$ cat src/design/spo2_ror_pkg.sv
package spo2_ror_pkg;

   localparam int MAX_SAMPLES_DEF = 512;
   localparam int SAMPLE_BITS_DEF = 18;

   localparam int CFG_BITS = 10;
   localparam logic [CFG_BITS-1:0] WINDOW_LENGTH_RESET = 10'd500;
   localparam logic [CFG_BITS-1:0] IGNORE_COUNT_RESET = 10'd100;

   localparam logic CSR_WINDOW_LENGTH = 1'b0;
   localparam logic CSR_IGNORE_COUNT = 1'b1;

   localparam logic OPC_SAMPLE = 1'b0;
   localparam logic OPC_START = 1'b1;

   localparam int DIV_BITS = 80;
   localparam int ROOT_STEPS = 32;
   localparam int SQ_BITS = 64;
   localparam int RATIO_BITS = 24;
   localparam int PROD_BITS = 43;
   localparam int PCT_BITS = 7;

   localparam logic [22:0] CONST_OFFSET_Q16 = 23'd6666322;
   localparam logic [18:0] CONST_SLOPE_Q16 = 19'd423487;
   localparam logic [RATIO_BITS-1:0] R_MAX_Q16 = 24'hFFFFFF;

   typedef enum logic [3:0] {
      ST_IDLE,
      ST_OPEN,
      ST_SUM,
      ST_MEAN_R,
      ST_MEAN_I,
      ST_DEV,
      ST_ROOT_R,
      ST_ROOT_I,
      ST_CHECK,
      ST_RATIO,
      ST_SCALE,
      ST_FINAL,
      ST_OUT
   } ctl_state_type;

   typedef enum logic [1:0] {
      DIV_NONE,
      DIV_RMEAN,
      DIV_IMEAN,
      DIV_RATIO
   } div_sel_type;

   typedef enum logic [1:0] {
      ROOT_NONE,
      ROOT_RED,
      ROOT_IR
   } root_sel_type;

   typedef struct packed {
      logic store;
      logic clear;
      logic rd_en;
      logic acc_sum;
      logic sq_en;
      logic acc_sq;
      div_sel_type div_load;
      logic div_step;
      div_sel_type div_save;
      root_sel_type root_load;
      logic root_step;
      root_sel_type root_save;
      logic mul_ratio;
      logic scale;
      logic finish;
   } dp_cmd_type;

   typedef struct packed {
      logic zero_err;
   } dp_status_type;

endpackage

$ cat src/design/spo2_ror_ctrl.sv
module spo2_ror_ctrl
   import spo2_ror_pkg::*;
#(
   parameter int MAX_SAMPLES = MAX_SAMPLES_DEF,
   parameter int AW = $clog2(MAX_SAMPLES),
   parameter int FW = $clog2(MAX_SAMPLES + 1)
) (
   input  logic clock,
   input  logic reset,
   input  logic req_valid,
   output logic req_ready,
   input  logic req_opcode,
   output logic rsp_valid,
   input  logic rsp_ready,
   input  logic csr_valid,
   output logic csr_ready,
   input  logic csr_index,
   input  logic [CFG_BITS-1:0] csr_wdata,
   input  dp_status_type status,
   output dp_cmd_type cmd,
   output logic [AW-1:0] wr_addr,
   output logic [AW-1:0] rd_addr,
   output logic [FW-1:0] n_out
);

   localparam int CW = ($clog2(MAX_SAMPLES + 3) > 7) ? $clog2(MAX_SAMPLES + 3) : 7;

   ctl_state_type state_ff, state_in;
   logic [CW-1:0] cnt_ff, cnt_in;
   logic [CFG_BITS-1:0] skip_ff, skip_in;
   logic [FW-1:0] fill_ff, fill_in;
   logic [FW-1:0] n_ff, n_in;
   logic [CFG_BITS-1:0] wl_ff, ic_ff;
   logic req_acc;
   logic [FW-1:0] fill_next;
   logic [FW-1:0] n_eff;
   logic do_sample;
   logic closing;
   logic [CW-1:0] n_ext;

   assign req_acc = req_valid && req_ready;
   assign csr_ready = 1'b1;
   assign wr_addr = fill_ff[AW-1:0];
   assign rd_addr = cnt_ff[AW-1:0];
   assign n_out = n_ff;
   assign n_ext = CW'(n_ff);

   always_comb begin
      if (wl_ff == '0) begin
         n_eff = FW'(1);
      end else if (32'(wl_ff) > 32'(MAX_SAMPLES)) begin
         n_eff = FW'(MAX_SAMPLES);
      end else begin
         n_eff = FW'(wl_ff);
      end
   end

   assign fill_next = (32'(fill_ff) < 32'(MAX_SAMPLES)) ? fill_ff + FW'(1) : fill_ff;
   assign do_sample = req_acc && (req_opcode == OPC_SAMPLE) && (state_ff == ST_OPEN)
                      && !(skip_ff < ic_ff);
   assign closing = do_sample && (fill_next >= n_eff);

   always_ff @(posedge clock) begin
      if (reset) begin
         state_ff <= ST_IDLE;
         cnt_ff <= '0;
         skip_ff <= '0;
         fill_ff <= '0;
         n_ff <= '0;
         wl_ff <= WINDOW_LENGTH_RESET;
         ic_ff <= IGNORE_COUNT_RESET;
      end else begin
         state_ff <= state_in;
         cnt_ff <= cnt_in;
         skip_ff <= skip_in;
         fill_ff <= fill_in;
         n_ff <= n_in;
         if (csr_valid && csr_ready) begin
            case (csr_index)
               CSR_WINDOW_LENGTH: wl_ff <= csr_wdata;
               CSR_IGNORE_COUNT: ic_ff <= csr_wdata;
               default: ;
            endcase
         end
      end
   end

   always_comb begin
      state_in = state_ff;
      cnt_in = cnt_ff + CW'(1);
      skip_in = skip_ff;
      fill_in = fill_ff;
      n_in = n_ff;
      case (state_ff)
         ST_IDLE: begin
            if (req_acc && req_opcode == OPC_START) begin
               skip_in = '0;
               fill_in = '0;
               state_in = ST_OPEN;
            end
         end
         ST_OPEN: begin
            if (req_acc && req_opcode == OPC_SAMPLE) begin
               if (skip_ff < ic_ff) begin
                  skip_in = skip_ff + CFG_BITS'(1);
               end else begin
                  fill_in = fill_next;
               end
            end
            if (closing) begin
               state_in = ST_SUM;
               cnt_in = '0;
               n_in = n_eff;
            end
         end
         ST_SUM: begin
            if (cnt_ff == n_ext) begin
               state_in = ST_MEAN_R;
               cnt_in = '0;
            end
         end
         ST_MEAN_R: begin
            if (cnt_ff == CW'(DIV_BITS + 1)) begin
               state_in = ST_MEAN_I;
               cnt_in = '0;
            end
         end
         ST_MEAN_I: begin
            if (cnt_ff == CW'(DIV_BITS + 1)) begin
               state_in = ST_DEV;
               cnt_in = '0;
            end
         end
         ST_DEV: begin
            if (cnt_ff == n_ext + CW'(1)) begin
               state_in = ST_ROOT_R;
               cnt_in = '0;
            end
         end
         ST_ROOT_R: begin
            if (cnt_ff == CW'(ROOT_STEPS + 1)) begin
               state_in = ST_ROOT_I;
               cnt_in = '0;
            end
         end
         ST_ROOT_I: begin
            if (cnt_ff == CW'(ROOT_STEPS + 1)) begin
               state_in = ST_CHECK;
               cnt_in = '0;
            end
         end
         ST_CHECK: begin
            cnt_in = '0;
            state_in = status.zero_err ? ST_OUT : ST_RATIO;
         end
         ST_RATIO: begin
            if (cnt_ff == CW'(DIV_BITS + 1)) begin
               state_in = ST_SCALE;
               cnt_in = '0;
            end
         end
         ST_SCALE: state_in = ST_FINAL;
         ST_FINAL: state_in = ST_OUT;
         ST_OUT: begin
            if (rsp_ready) begin
               state_in = ST_IDLE;
            end
         end
         default: state_in = ST_IDLE;
      endcase
   end

   always_comb begin
      cmd = '0;
      req_ready = 1'b0;
      rsp_valid = 1'b0;
      case (state_ff)
         ST_IDLE: req_ready = 1'b1;
         ST_OPEN: begin
            req_ready = 1'b1;
            cmd.store = do_sample && (32'(fill_ff) < 32'(MAX_SAMPLES));
            cmd.clear = closing;
         end
         ST_SUM: begin
            cmd.rd_en = cnt_ff < n_ext;
            cmd.acc_sum = cnt_ff != '0;
         end
         ST_MEAN_R, ST_MEAN_I, ST_RATIO: begin
            if (cnt_ff == '0) begin
               cmd.div_load = (state_ff == ST_MEAN_R) ? DIV_RMEAN :
                              (state_ff == ST_MEAN_I) ? DIV_IMEAN : DIV_RATIO;
            end else if (cnt_ff == CW'(DIV_BITS + 1)) begin
               cmd.div_save = (state_ff == ST_MEAN_R) ? DIV_RMEAN :
                              (state_ff == ST_MEAN_I) ? DIV_IMEAN : DIV_RATIO;
            end else begin
               cmd.div_step = 1'b1;
            end
         end
         ST_DEV: begin
            cmd.rd_en = cnt_ff < n_ext;
            cmd.sq_en = (cnt_ff != '0) && (cnt_ff <= n_ext);
            cmd.acc_sq = cnt_ff >= CW'(2);
         end
         ST_ROOT_R, ST_ROOT_I: begin
            if (cnt_ff == '0) begin
               cmd.root_load = (state_ff == ST_ROOT_R) ? ROOT_RED : ROOT_IR;
            end else if (cnt_ff == CW'(ROOT_STEPS + 1)) begin
               cmd.root_save = (state_ff == ST_ROOT_R) ? ROOT_RED : ROOT_IR;
            end else begin
               cmd.root_step = 1'b1;
            end
         end
         ST_CHECK: begin
            cmd.finish = status.zero_err;
            cmd.mul_ratio = !status.zero_err;
         end
         ST_SCALE: cmd.scale = 1'b1;
         ST_FINAL: cmd.finish = 1'b1;
         ST_OUT: rsp_valid = 1'b1;
         default: ;
      endcase
   end

endmodule

$ cat config.mk
export PLATFORM = sky130hd
export DESIGN_NAME = spo2_ror_ctrl
export DESIGN_NICKNAME = d
export VERILOG_FILES = /design/src/design/spo2_ror_pkg.sv /design/src/design/spo2_ror_ctrl.sv
export SDC_FILE = /design/constraint.sdc
export NUM_CORES = 1
export LEC_CHECK = 0
export BUFFER_PORTS_ARGS = -buffer_cell sky130_fd_sc_hd__clkbuf_2
export CAP_MARGIN = 20
export CORE_AREA = 2 2 95 97
export DETAILED_ROUTE_END_ITERATION = 16
export DIE_AREA = 0 0 97 99
export PLACE_DENSITY_LB_ADDON = 0.15
export SYNTH_ARGS = -nofsm -noshare
export SYNTH_HDL_FRONTEND = slang
export SYNTH_SLANG_ARGS = --single-unit
export TNS_END_PERCENT = 50
$ cat constraint.sdc
create_clock -name clock -period 6.1 [get_ports clock]
set_clock_uncertainty 0.1 [all_clocks]
set_input_delay 0 -clock clock [delete_from_list [all_inputs] [get_ports clock]]
set_output_delay 0 -clock clock [all_outputs]
set_load 0.05 [all_outputs]
==> results of run 1 <==
tightest hold or removal path, delay by kind of cell:
kind | cells | cell delay [ps]
simple gates | 2 | 260
compound gates | 1 | 50
buf+inv | 1 | 100
cell usage in the layout, fill, tap and decap left out, types with 6 or more instances in the layout:
master         instances
and2_1                11
ha_1                  36
clkbuf_2              66
dlygate4sd3_1         14
inv_1                 32
mux2i_1               16
nand3_1               30
xnor2_1               23
nor3_1                13
a21oi_1               38
nand2_1               82
nand2b_1              11
nand4_1                9
dfxtp_1               64
clkbuf_8              10
xor2_1                 9
nor2_1                58
o211ai_1               6
nor4_1                10
o21ai_0               17
nor2b_1               18
power groups by stage:
stage	sequential (W)	clock [W]	combinational, W
after floorplan	0.000456	0	0.000202
after global placement	0.000478	0	0.000228
after detailed placement	0.000479	0	0.000232
after CTS	0.000469	0.000404	0.000240
after global routing	0.000475	0.000421	0.000266
final	0.000470	0.000399	0.000242
state kept, by name, summed over array words and instances, names as in the netlist:
name      cells
cnt_ff       10
fill_ff      10
ic_ff        10
n_out        10
skip_ff      10
wl_ff        10
state_ff      4
how the worst max path moves through the flow:
stage / startpoint / endpoint / slack (ps) / depth (start not counted)
final: fill_ff[0]$_SDFFE_PP0P_ / cmd[17] / 2760 / 12
after global placement: skip_ff[4]$_SDFFE_PP0P_ / fill_ff[2]$_SDFFE_PP0P_ / 3080 / 8
after global routing: fill_ff[0]$_SDFFE_PP0P_ / cmd[17] / 2480 / 12
after detailed placement: fill_ff[0]$_SDFFE_PP0P_ / cnt_ff[5]$_SDFF_PP0_ / 2980 / 12
after CTS: fill_ff[0]$_SDFFE_PP0P_ / cmd[17] / 2750 / 12
after floorplan: state_ff[1]$_SDFFE_PP0P_ / cmd[15] / 2290 / 5
timing repair:
| item | CTS | global route |
|---|---|---|
| resized for setup | 0 | 0 |
| hold endpoints to repair | 21 | 0 |
| hold buffers | 14 | 0 |
logic make-up after synthesis:
| logic type | Yosys count | synth area share |
|---|---|---|
| AO/OA/AOI/OAI | 101 | 0.146 |
| XOR/XNOR | 33 | 0.0659 |
| adder cells (fa/ha/maj) | 36 | 0.0980 |
| buffers and inverters | 81 | 0.0836 |
| flip-flops | 64 | 0.279 |
| multiplexers | 19 | 0.0422 |
| other | 1 | 0.000816 |
| AND/OR/NAND/NOR | 263 | 0.285 |
per-layer routing:
layer,vias up,wire [um],part of all wire,track usage
met5,-,0,0,0
met2,97,5630,0.49,0.427
met4,0,252,0.022,0.0910
met1,1999,5290,0.46,0.296
li1,2133,-,-,-
met3,19,415,0.036,0.0433
layout make-up:
class                           instances  area [um2]  share of cell area
Clock buffer                           10         138              0.0267
Tap cell                              108         135              0.0262
Multi-Input combinational cell        453        2930               0.568
Inverter                               34         128              0.0247
Timing Repair Buffer                   81         478              0.0927
Sequential cell                        64        1280               0.248
Clock inverter                          4        70.1              0.0136
stage by stage:
step,hold WS (ps),setup slack [ps]
2_1_floorplan,24.0,2290
3_3_place_gp,149,3080
3_5_place_dp,150,2980
4_1_cts,28.4,2750
5_1_grt,61.5,2480
6_report,26.2,2760
==> impl_results.md, run 1 <==
- Status: complete, no violations
- R2R cell count: 12
- CTS tree: done
- Power, Total: around 0.0011 W
- Gr usage total: 0.242
- Pwr per Cell Area: ~220 nW/um2
- Final core utilization: 0.603
- Internal power: about 0.00075 W
- MaxCap Viol Count: 0
- Via Count: 4248
- Number of antenna violations at the first check in global routing: 0
- Cells after Synth: 598
- Sw frac: 0.321
- Rel. slew slack: 0.314
- Worst vdd ir: between 0.1 and 0.15 mV
- Top cells by area in the synthesized netlist: dfxtp_1, ha_1, nand2_1
- Crit path DAT: 3240 ps
- Most common cell in the netlist: nand2_1
- Combinational power share: 0.218
- IO buf count: 66
- Clock transition at path regs: around 70 ps
- DR pass1 iterations: 4
- Hold Crit Start: csr_valid
- Post-Syn Nets: between 600 and 700
- Post CTS Setup Buffer Count: 0
- Total global routing overflow: 0
- Initial core utilization: 0.537
- Final setup vio count: 0
- Seq pwr share: 0.423
- First-pass GRT wire length: 19.0 mm
- Core area: roughly 8600 um2
- YS warnings: 0
- Rows: 34
- Hold Fails Final Rpt: 0
- Crit path buffers/inverters: 2
- Worst flop-to-flop path startpoint: fill_ff[0]$_SDFFE_PP0P_
- Die width: roughly 97 um
- ANT cells: 0
- Clk sinks: 64
- Cell Area, Placed: between 4000 and 5000 um2
- Worst slew pin tran: about 1000 ps
- Crit-path cells: ha_1, nor2b_1, nand3_1, xnor2_1, ha_1, nand2_1, nor2_1, nand2_1, o21ai_0, nand2_1, inv_2, clkbuf_2
- FILL cells: about 810
- WL final: between 10 and 15 mm
- Critical path capture point type: output pin
- Placed wire-length estimate: about 8.6 mm
- Max Fclk: about 0.3 GHz
- Post-Syn Area: between 4000 and 5000 um2
- Clock share of power: 0.359
- Drt initial violations: between 100 and 150
- Cell taking the most area after synthesis: dfxtp_1
- Switching power: approximately 0.00036 W
- I/O pin count: ~70
- DR vias/cell: between 5 and 6
- Largest net degree at the start of global routing: 28
- Crit path kind: reg2out
- DIE HEIGHT: 99 um
- Routability congestion estimate: slightly below 0.9
- Setup crit start kind: flip-flop
- Family with the most delay on the worst path: simple AND/OR/NAND/NOR gates
- Placed cells: roughly 730
- Fin crit share: 0.547
- Vias in the first global route: a little under 4k
- Slowest-stage cell, CP: dfxtp_1
- Synthesis-stage register bit count: 64
- Area growth syn-to-layout: 12.3%
- CP Max Fanout: 10
- Final Cell Area: around 5200 um2
- CTS Buf Count: 9
- Pleak: between 2 and 2.5 nW
- CTS H-tree depth: 3
- Non-filler cells, final: 754
- Register area share after synthesis: 0.279
- Worst R2R End: cnt_ff[5]$_SDFF_PP0_
- Synth cell count leaders: nand2_1, dfxtp_1, nor2_1
- Hold path depth: 4
- Worst-skew pair later-pin latency: 340 ps
- Number of flops mapped to enable cells by yosys: 0
- Detail Route Antenna Nets: 0
- Top cell type's share of synthesized area: 0.279
- Worst path most repeated cell: nand2_1
- Clock Path Buffers: 2
- RSZ-0062 raised after global routing: no
- Crit path time final: between 3000 and 4000 ps
- Post-route DRC: 0
- Path type of the worst min-delay path: in2reg
- Average routed wire per standard cell: about 15 um
- CTS root buf: clkbuf_8
- Sum Neg Setup Slack: 0 ps
- Syn Area/Cell: between 7 and 8 um2
- Slowest stage delay, CP: 440 ps
- Slew Viols, Final: 0
- Die Area: 9600 um2
- Share of cells above drive strength 1: 0.150
- Synth cell types: 61
- Top FF cell, synth: dfxtp_1
- Required @ worst endpoint: about 6000 ps
- FF-to-FF setup slack: slightly below 3000 ps
- Fin nets: ~700
- Asr flop ratio synth: 0
- Hold Path End: ic_ff[4]$_SDFFE_PP0P_
Power figures use the tool's default switching activity.
==> inputs of run 2 (changes only) <==
ABC_AREA = 1   (was default)
CORE_AREA = 2 2 97 99   (was 2 2 95 97)
DIE_AREA = 0 0 99 101   (was 0 0 97 99)
clock period = 2.8 ns   (was 6.1 ns; I/O delays follow)
==> run 2 against run 1 <==
Net effect: synthesized cell count grew 12%; area after synthesis shrank 0.82%; power grew to 3.8 times the previous value; sequential cell count is the same; die area grew 4.1%.
==> impl_results.md, run 2 <==
- Crit path DAT: 2590 ps (-650 ps)
- Post-Syn Area: 4560 um2 (-0.82%)
- Pwr per Cell Area: 752 nW/um2 (+250%)
- Top cell type's share of synthesized area: 0.281 (+0.00230)
- YS warnings: 0 (unchanged)
- Routability congestion estimate: 0.933 (+5.4%)
- Cell taking the most area after synthesis: dfxtp_1
- Clock Path Buffers: 2 (unchanged)
- Non-filler cells, final: 869 (+15%)
- Final core utilization: 0.617 (+0.0136)
- Setup crit start kind: flip-flop
- ANT cells: 0 (unchanged)
- Worst slew pin tran: 573 ps (-454 ps)
- Synthesis-stage register bit count: 64 (unchanged)
- Total global routing overflow: 0 (unchanged)
- Top cells by area in the synthesized netlist: dfxtp_1, nand2_1, ha_1
- Register area share after synthesis: 0.281 (+0.00230)
- Asr flop ratio synth: 0 (unchanged)
- DR pass1 iterations: 5 (+1)
- CTS tree: done
- Fin crit share: 0.961
- Vias in the first global route: 4227 (+6.9%)
- Worst vdd ir: 0.358 mV (+200%)
- First-pass GRT wire length: 19.5 mm (+2.5%)
- Placement Setup Slack: 33.3 ps (-2940 ps)
- Clk sinks: 64 (unchanged)
- Synth Area in Adders: 0.0988 (+0.000808)
- Core area: 8980 um2 (+5.0%)
- Mux contribution to synthesized area: 0 (-0.0422)
- Max Fclk: roughly 0.37 GHz
- Post-Syn Nets: 721 (+11%)
- Compound-Gate Fraction of Synth Area: 0.136 (-0.00978)
- Number of antenna violations at the first check in global routing: 0 (unchanged)
- Synth Area in Simple Gates: 0.317 (+0.0323)
- Die width: 99 um (+2.1%)
- Via Count: 4533 (+6.7%)
- Hold Fails Final Rpt: 0 (unchanged)
- Crit-path cells: inv_2, nor2_2, nand3_2, nor2_1, xor2_1, ha_4, a21oi_1, o21ai_2, nand2_1, nand4_1, nand3_4, inv_8, buf_8
- DR vias/cell: 5.22 (-7.4%)
- Clock transition at path regs: 70 ps (about the same)
- Slowest-stage cell, CP: dfxtp_4
- Required @ worst endpoint: 2700 ps (-3300 ps)
- MaxCap Viol Count: 0 (unchanged)
- Status: complete, no violations
- Syn Area/Cell: 6.83 um2 (-11%)
- Most common cell after layout, fill and taps aside: nand2_1
- Synth cell count leaders: nand2_1, inv_1, nor2_1
- Number of flops mapped to enable cells by yosys: 0 (unchanged)
- Final worst slack: 109 ps (-2660 ps)
- Cells after Synth: 667 (+12%)
- CP Max Fanout: 8 (-2)
- Share of cells above drive strength 1: 0.235 (+0.0847)
- Gr usage total: 0.242 (about the same)
- CTS root buf: clkbuf_8
- Largest net degree at the start of global routing: 25 (-11%)
- Average routed wire per standard cell: 13.9 um (-9.6%)
- Area growth syn-to-layout: 21.5%
- Pleak: 2.64 nW (+21%)
- CTS Buf Count: 9 (unchanged)
- RSZ-0062 raised after global routing: yes
- Post-Synth XOR/XNOR Area: 0.0423 (-0.0236)
- Detail Route Antenna Nets: 0 (unchanged)
- Path type of the worst min-delay path: in2reg
- Crit path kind: reg2out
- DIE HEIGHT: 101 um (+2.0%)
- Drt initial violations: 240 (+92%)
- Slew Viols, Final: 0 (unchanged)
- Family with the most delay on the worst path: simple AND/OR/NAND/NOR gates
- Initial core utilization: 0.508 (-0.0297)
- FILL cells: 836 (+3.7%)
- Largest family of logic cells by synthesized area: simple AND/OR/NAND/NOR gates
- Post-route DRC: 0 (unchanged)
- Most common cell in the netlist: nand2_1
- Most frequent cells in the layout: nand2_1, inv_1, nor2_1
- Critical path capture point type: output pin
- Worst-skew pair later-pin latency: 350 ps (about the same)
- Synth cell types: 46 (-25%)
- Placed cells: 826 (+14%)
- CTS H-tree depth: 3 (unchanged)
- Rows: 35 (+2.9%)
- Fin nets: 807 (+16%)
- WL final: 12.1 mm (+4.1%)
- Crit path time final: around 2700 ps
- Top FF cell, synth: dfxtp_1
- Placed wire-length estimate: 9.03 mm (+5.5%)
- Final setup vio count: 0 (unchanged)
- Crit path buffers/inverters: 3 (+1)
- Rel. slew slack: 0.618 (+0.304)
- Sum Neg Setup Slack: 0 ps (unchanged)
- Slowest stage delay, CP: 380 ps (-60 ps)
- IO buf count: 66 (unchanged)
- Die Area: 10000 um2 (+4.1%)
- I/O pin count: 68 (unchanged)
- Final hold slack: 26.9 ps (+0.685 ps)
==> run 2: cell types whose count changed in the layout (fill, tap and decap cells not counted), moves of 18 or more <==
cell,previous run,this run
xnor2_1,23,3
inv_1,32,87
buf_4,1,23
nor2_1,58,86
nand2_1,82,121
nor2b_1,18,0
==> run 2: cell families (layout without fill, tap and decap cells) <==
kind of cell / after synthesis / count (layout)
and+or+nand+nor: 315 / 315
buffers and inverters: 127 / 218
AOI/OAI and AO/OA: 102 / 102
DFF: 64 / 64
adders and majority gates: 36 / 36
xor gates and xnor gates: 22 / 22
other: 1 / 1
==> run 2: area by class of cell <==
type                       instances  area, um2  area share
sequential                        64       1290       0.233
inverter                          96        370      0.0669
tap                              111        139      0.0251
clock buffer                      11        141      0.0255
clock inverter                     5       32.5     0.00587
timing repair buffer             106        683       0.123
multi-input combinational        476       2880       0.521
==> run 2: path summary, 6_finish.rpt <==
path | depth (start not counted) | endpoint | slack (ps) | from
hold / removal | 4 | wl_ff[3]$_SDFFE_PP0P_ | 30 | csr_index
setup / recovery | 13 | cmd[17] | 110 | fill_ff[0]$_SDFFE_PP0P_
hold reg to reg | 2 | ic_ff[4]$_SDFFE_PP0P_ | 390 | ic_ff[4]$_SDFFE_PP0P_
setup reg to reg | 14 | cnt_ff[9]$_SDFF_PP0_ | 110 | fill_ff[0]$_SDFFE_PP0P_
==> run 2: per-layer routing <==
| layer | track usage | part of all wire | up-vias |
|---|---|---|---|
| met5 | 0 | 0 | - |
| met2 | 0.429 | 0.50 | 131 |
| li1 | - | - | 2327 |
| met4 | 0.105 | 0.023 | 0 |
| met1 | 0.292 | 0.42 | 2056 |
| met3 | 0.0354 | 0.055 | 19 |
==> run 2: what timing repair did <==
action	in CTS	in global routing
endpoints found under the setup margin	1	24
buffers inserted	0	10
hold buffers	17	0
endpoints found under the hold margin	22	0
cloned	0	0
pin swaps	1	25
resized for setup	8	40
==> run 2: report_power, final <==
group	total (W)	internal, W	switching (W)	leakage (nW)
Sequential	0.00119	0.00104	0.000153	0.524
Clock	0.000711	0.000342	0.000369	0.0813
Combinational	0.00226	0.000711	0.00155	2.04
Total	0.00417	0.00209	0.00207	2.64
==> run 2: worst reg2reg max path, stage by stage (launching register included) <==
cell	delay [ps]
dfxtp_4	380
ha_4	150
nand3_4	90
nor3_4	210
nand3_2	110
xnor2_2	170
ha_1	310
nand2_2	80
o21a_1	180
nand4_1	140
nand3_4	160
nand2_4	140
nand4_4	180
nand3b_1	130
inv_1	50
==> run 2: through the flow <==
stage                     area (um2)  power (W)
after floorplan                 4560    0.00287
after global placement          4930    0.00323
after detailed placement        4930    0.00327
after CTS                       5300    0.00400
after global routing            5540    0.00448
final                           5540    0.00417
==> inputs of run 3 (changes only) <==
CTS_CLUSTER_DIAMETER = 150   (was default)
clock period = 2.2 ns   (was 2.8 ns; I/O delays follow)
==> run 3 against run 2 <==
Net effect: the run now ends with setup timing left; global-route usage increased by 2.7 points; sequential power increased by 28%; first-iteration DRC count decreased by 1.7%; worst hold slack improved by 17 ps; utilization increased by 8.2 points; power increased by 45%; non-clock buffer count increased by 59; final cell count increased by 6.8%; critical path type unchanged; critical endpoint unchanged; largest cell class unchanged; largest power group unchanged.
==> impl_results.md, run 3 (synthesized netlist as in run 2, its figures left out) <==
- Die width: 99 um (unchanged)
- DR pass1 iterations: 5 (unchanged)
- Via Count: 4894 (+8.0%)
- Fin nets: 867 (+7.4%)
- Final Cell Area: 6270 um2 (+13%)
- Most frequent cells in the layout: nand2_1, inv_1, buf_4
- ANT cells: 0 (unchanged)
- Total global routing overflow: 0 (unchanged)
- Cell Area, Placed: 5450 um2 (+11%)
- Clock Path Buffers: 2 (unchanged)
- Rows: 35 (unchanged)
- Placed cells: 887 (+7.4%)
- CTS root buf: clkbuf_8
- Worst-skew pair later-pin latency: 340 ps (about the same)
- CTS H-tree depth: 3 (unchanged)
- Most common cell after layout, fill and taps aside: nand2_1
- RSZ-0062 raised after global routing: yes
- Slew Viols, Final: 0 (unchanged)
- Hold Fails Final Rpt: 0 (unchanged)
- Share of cells above drive strength 1: 0.323 (+0.0883)
- Clock transition at path regs: 70 ps (about the same)
- Max Fclk: 0.365 GHz
- Final worst slack: -537 ps (-646 ps)
- Crit path DAT: 2640 ps (+50 ps)
- Core area: 8980 um2 (unchanged)
- Area growth syn-to-layout: 37.7%
- CTS Buf Count: 9 (unchanged)
- Number of antenna violations at the first check in global routing: 0 (unchanged)
- Status: finished, violations left
- Sum Neg Setup Slack: -10480 ps (-10480 ps)
- Non-filler cells, final: 928 (+6.8%)
- CTS tree: done
- DR vias/cell: 5.27 (+1.1%)
- I/O pin count: 68 (unchanged)
- DIE HEIGHT: 101 um (unchanged)
- Area occupied by multi-input gates: 3080 um2 (+6.8%)
- Post-route DRC: 0 (unchanged)
- FILL cells: 694 (-17%)
- Power, Total: 0.00605 W (+45%)
- Rel. slew slack: 0.609 (-0.00852)
- Worst slew pin tran: 584 ps (+10.6 ps)
- Die Area: 10000 um2 (unchanged)
- Vias in the first global route: 4717 (+12%)
- Path type of the worst min-delay path: in2reg
- Crit path time final: 2740 ps
- Required @ worst endpoint: 2100 ps (-600 ps)
- Largest net degree at the start of global routing: 23 (-8.0%)
- Crit path kind: reg2out
- Critical path capture point type: output pin
- Average routed wire per standard cell: 14.4 um (+3.5%)
- IO buf count: 66 (unchanged)
- Gr usage total: 0.270 (+0.0272)
- Placed wire-length estimate: 9.98 mm (+10%)
- First-pass GRT wire length: 21.7 mm (+11%)
- Initial core utilization: 0.508 (unchanged)
- CP Max Fanout: 4 (-4)
- Drt initial violations: 236 (-1.7%)
- Fin crit share: 1.24
- Clk sinks: 64 (unchanged)
- Pleak: 3.03 nW (+15%)
- WL final: 13.3 mm (+11%)
- Failing checks: setup timing
- Routability congestion estimate: 0.870 (-6.8%)
- Detail Route Antenna Nets: 0 (unchanged)
- Setup crit start kind: flip-flop
- Worst vdd ir: 0.659 mV (+84%)
- Register area: 1290 um2 (+0.29%)
- Final setup vio count: 28 (+28)
- MaxCap Viol Count: 0 (unchanged)
- Final hold slack: 43.9 ps (+17.0 ps)
- Pwr per Cell Area: 965 nW/um2 (+28%)
## run 3: cell types whose count changed in the layout (fill, tap and decap cells not counted), sizes merged, moves of 2 or more
cell | previous run | this run
bufinv | 0 | 2
clkinvlp | 3 | 1
clkbuf | 76 | 73
buf | 24 | 86
## run 3: per-stage QoR
step | utilization | setup slack (ps)
after floorplan | - | -267
after global placement | 0.607 | -402
after detailed placement | 0.607 | -502
after CTS | 0.677 | -475
after global routing | 0.699 | -631
final | 0.699 | -537
## run 3: routing by layer
layer | vias to the layer above | track usage | routed length, um
met3 | 33 | 0.0333 | 616
met2 | 159 | 0.488 | 6760
li1 | 2442 | - | -
met5 | - | 0 | 0
met1 | 2260 | 0.317 | 5480
met4 | 0 | 0.123 | 472
## run 3: final cells by class
type	instances	share of cell area
sequential	64	0.206
clock buffer	10	0.0219
inverter	96	0.0590
timing repair buffer	165	0.187
multi-input combinational	477	0.491
clock inverter	5	0.0130
tap	111	0.0221
## run 3: where the power goes
part	leakage, nW	switching, W	internal [W]
registers	0.525	0.000187	0.00133
clock network	0.108	0.000481	0.000663
logic	2.40	0.00218	0.00121
## run 3: worst paths after layout
path         slack [ps]  depth (start not counted)                    end               startpoint
max                -540                         14                cmd[17]  fill_ff[0]$_SDFFE_PP0P_
min                  40                          5  wl_ff[8]$_SDFFE_PP1P_                csr_valid
max reg2reg        -440                         16  n_out[1]$_SDFFE_PP0P_  fill_ff[0]$_SDFFE_PP0P_
min reg2reg         370                          2  ic_ff[3]$_SDFFE_PP0P_    ic_ff[3]$_SDFFE_PP0P_
## run 3: what timing repair did
item | CTS | global route
setup buffers | 8 | 1
hold endpoints to repair | 22 | 0
setup endpoints to repair | 29 | 46
gates cloned | 1 | 0
pin swaps | 21 | 17
gates resized for setup | 45 | 47
hold buffers | 16 | 0
## run 3: worst max-delay path, cell delays in order (launching register included)
cell and delay [ps]:
dfxtp_4 380, inv_4 40, nor2_4 120, nand3_4 110
nor3_4 190, xor2_1 190, inv_1 120, ha_4 260
a21oi_2 110, o21a_1 150, nand4_1 140, nand3_4 170
clkinv_4 70, buf_6 120, buf_12 130
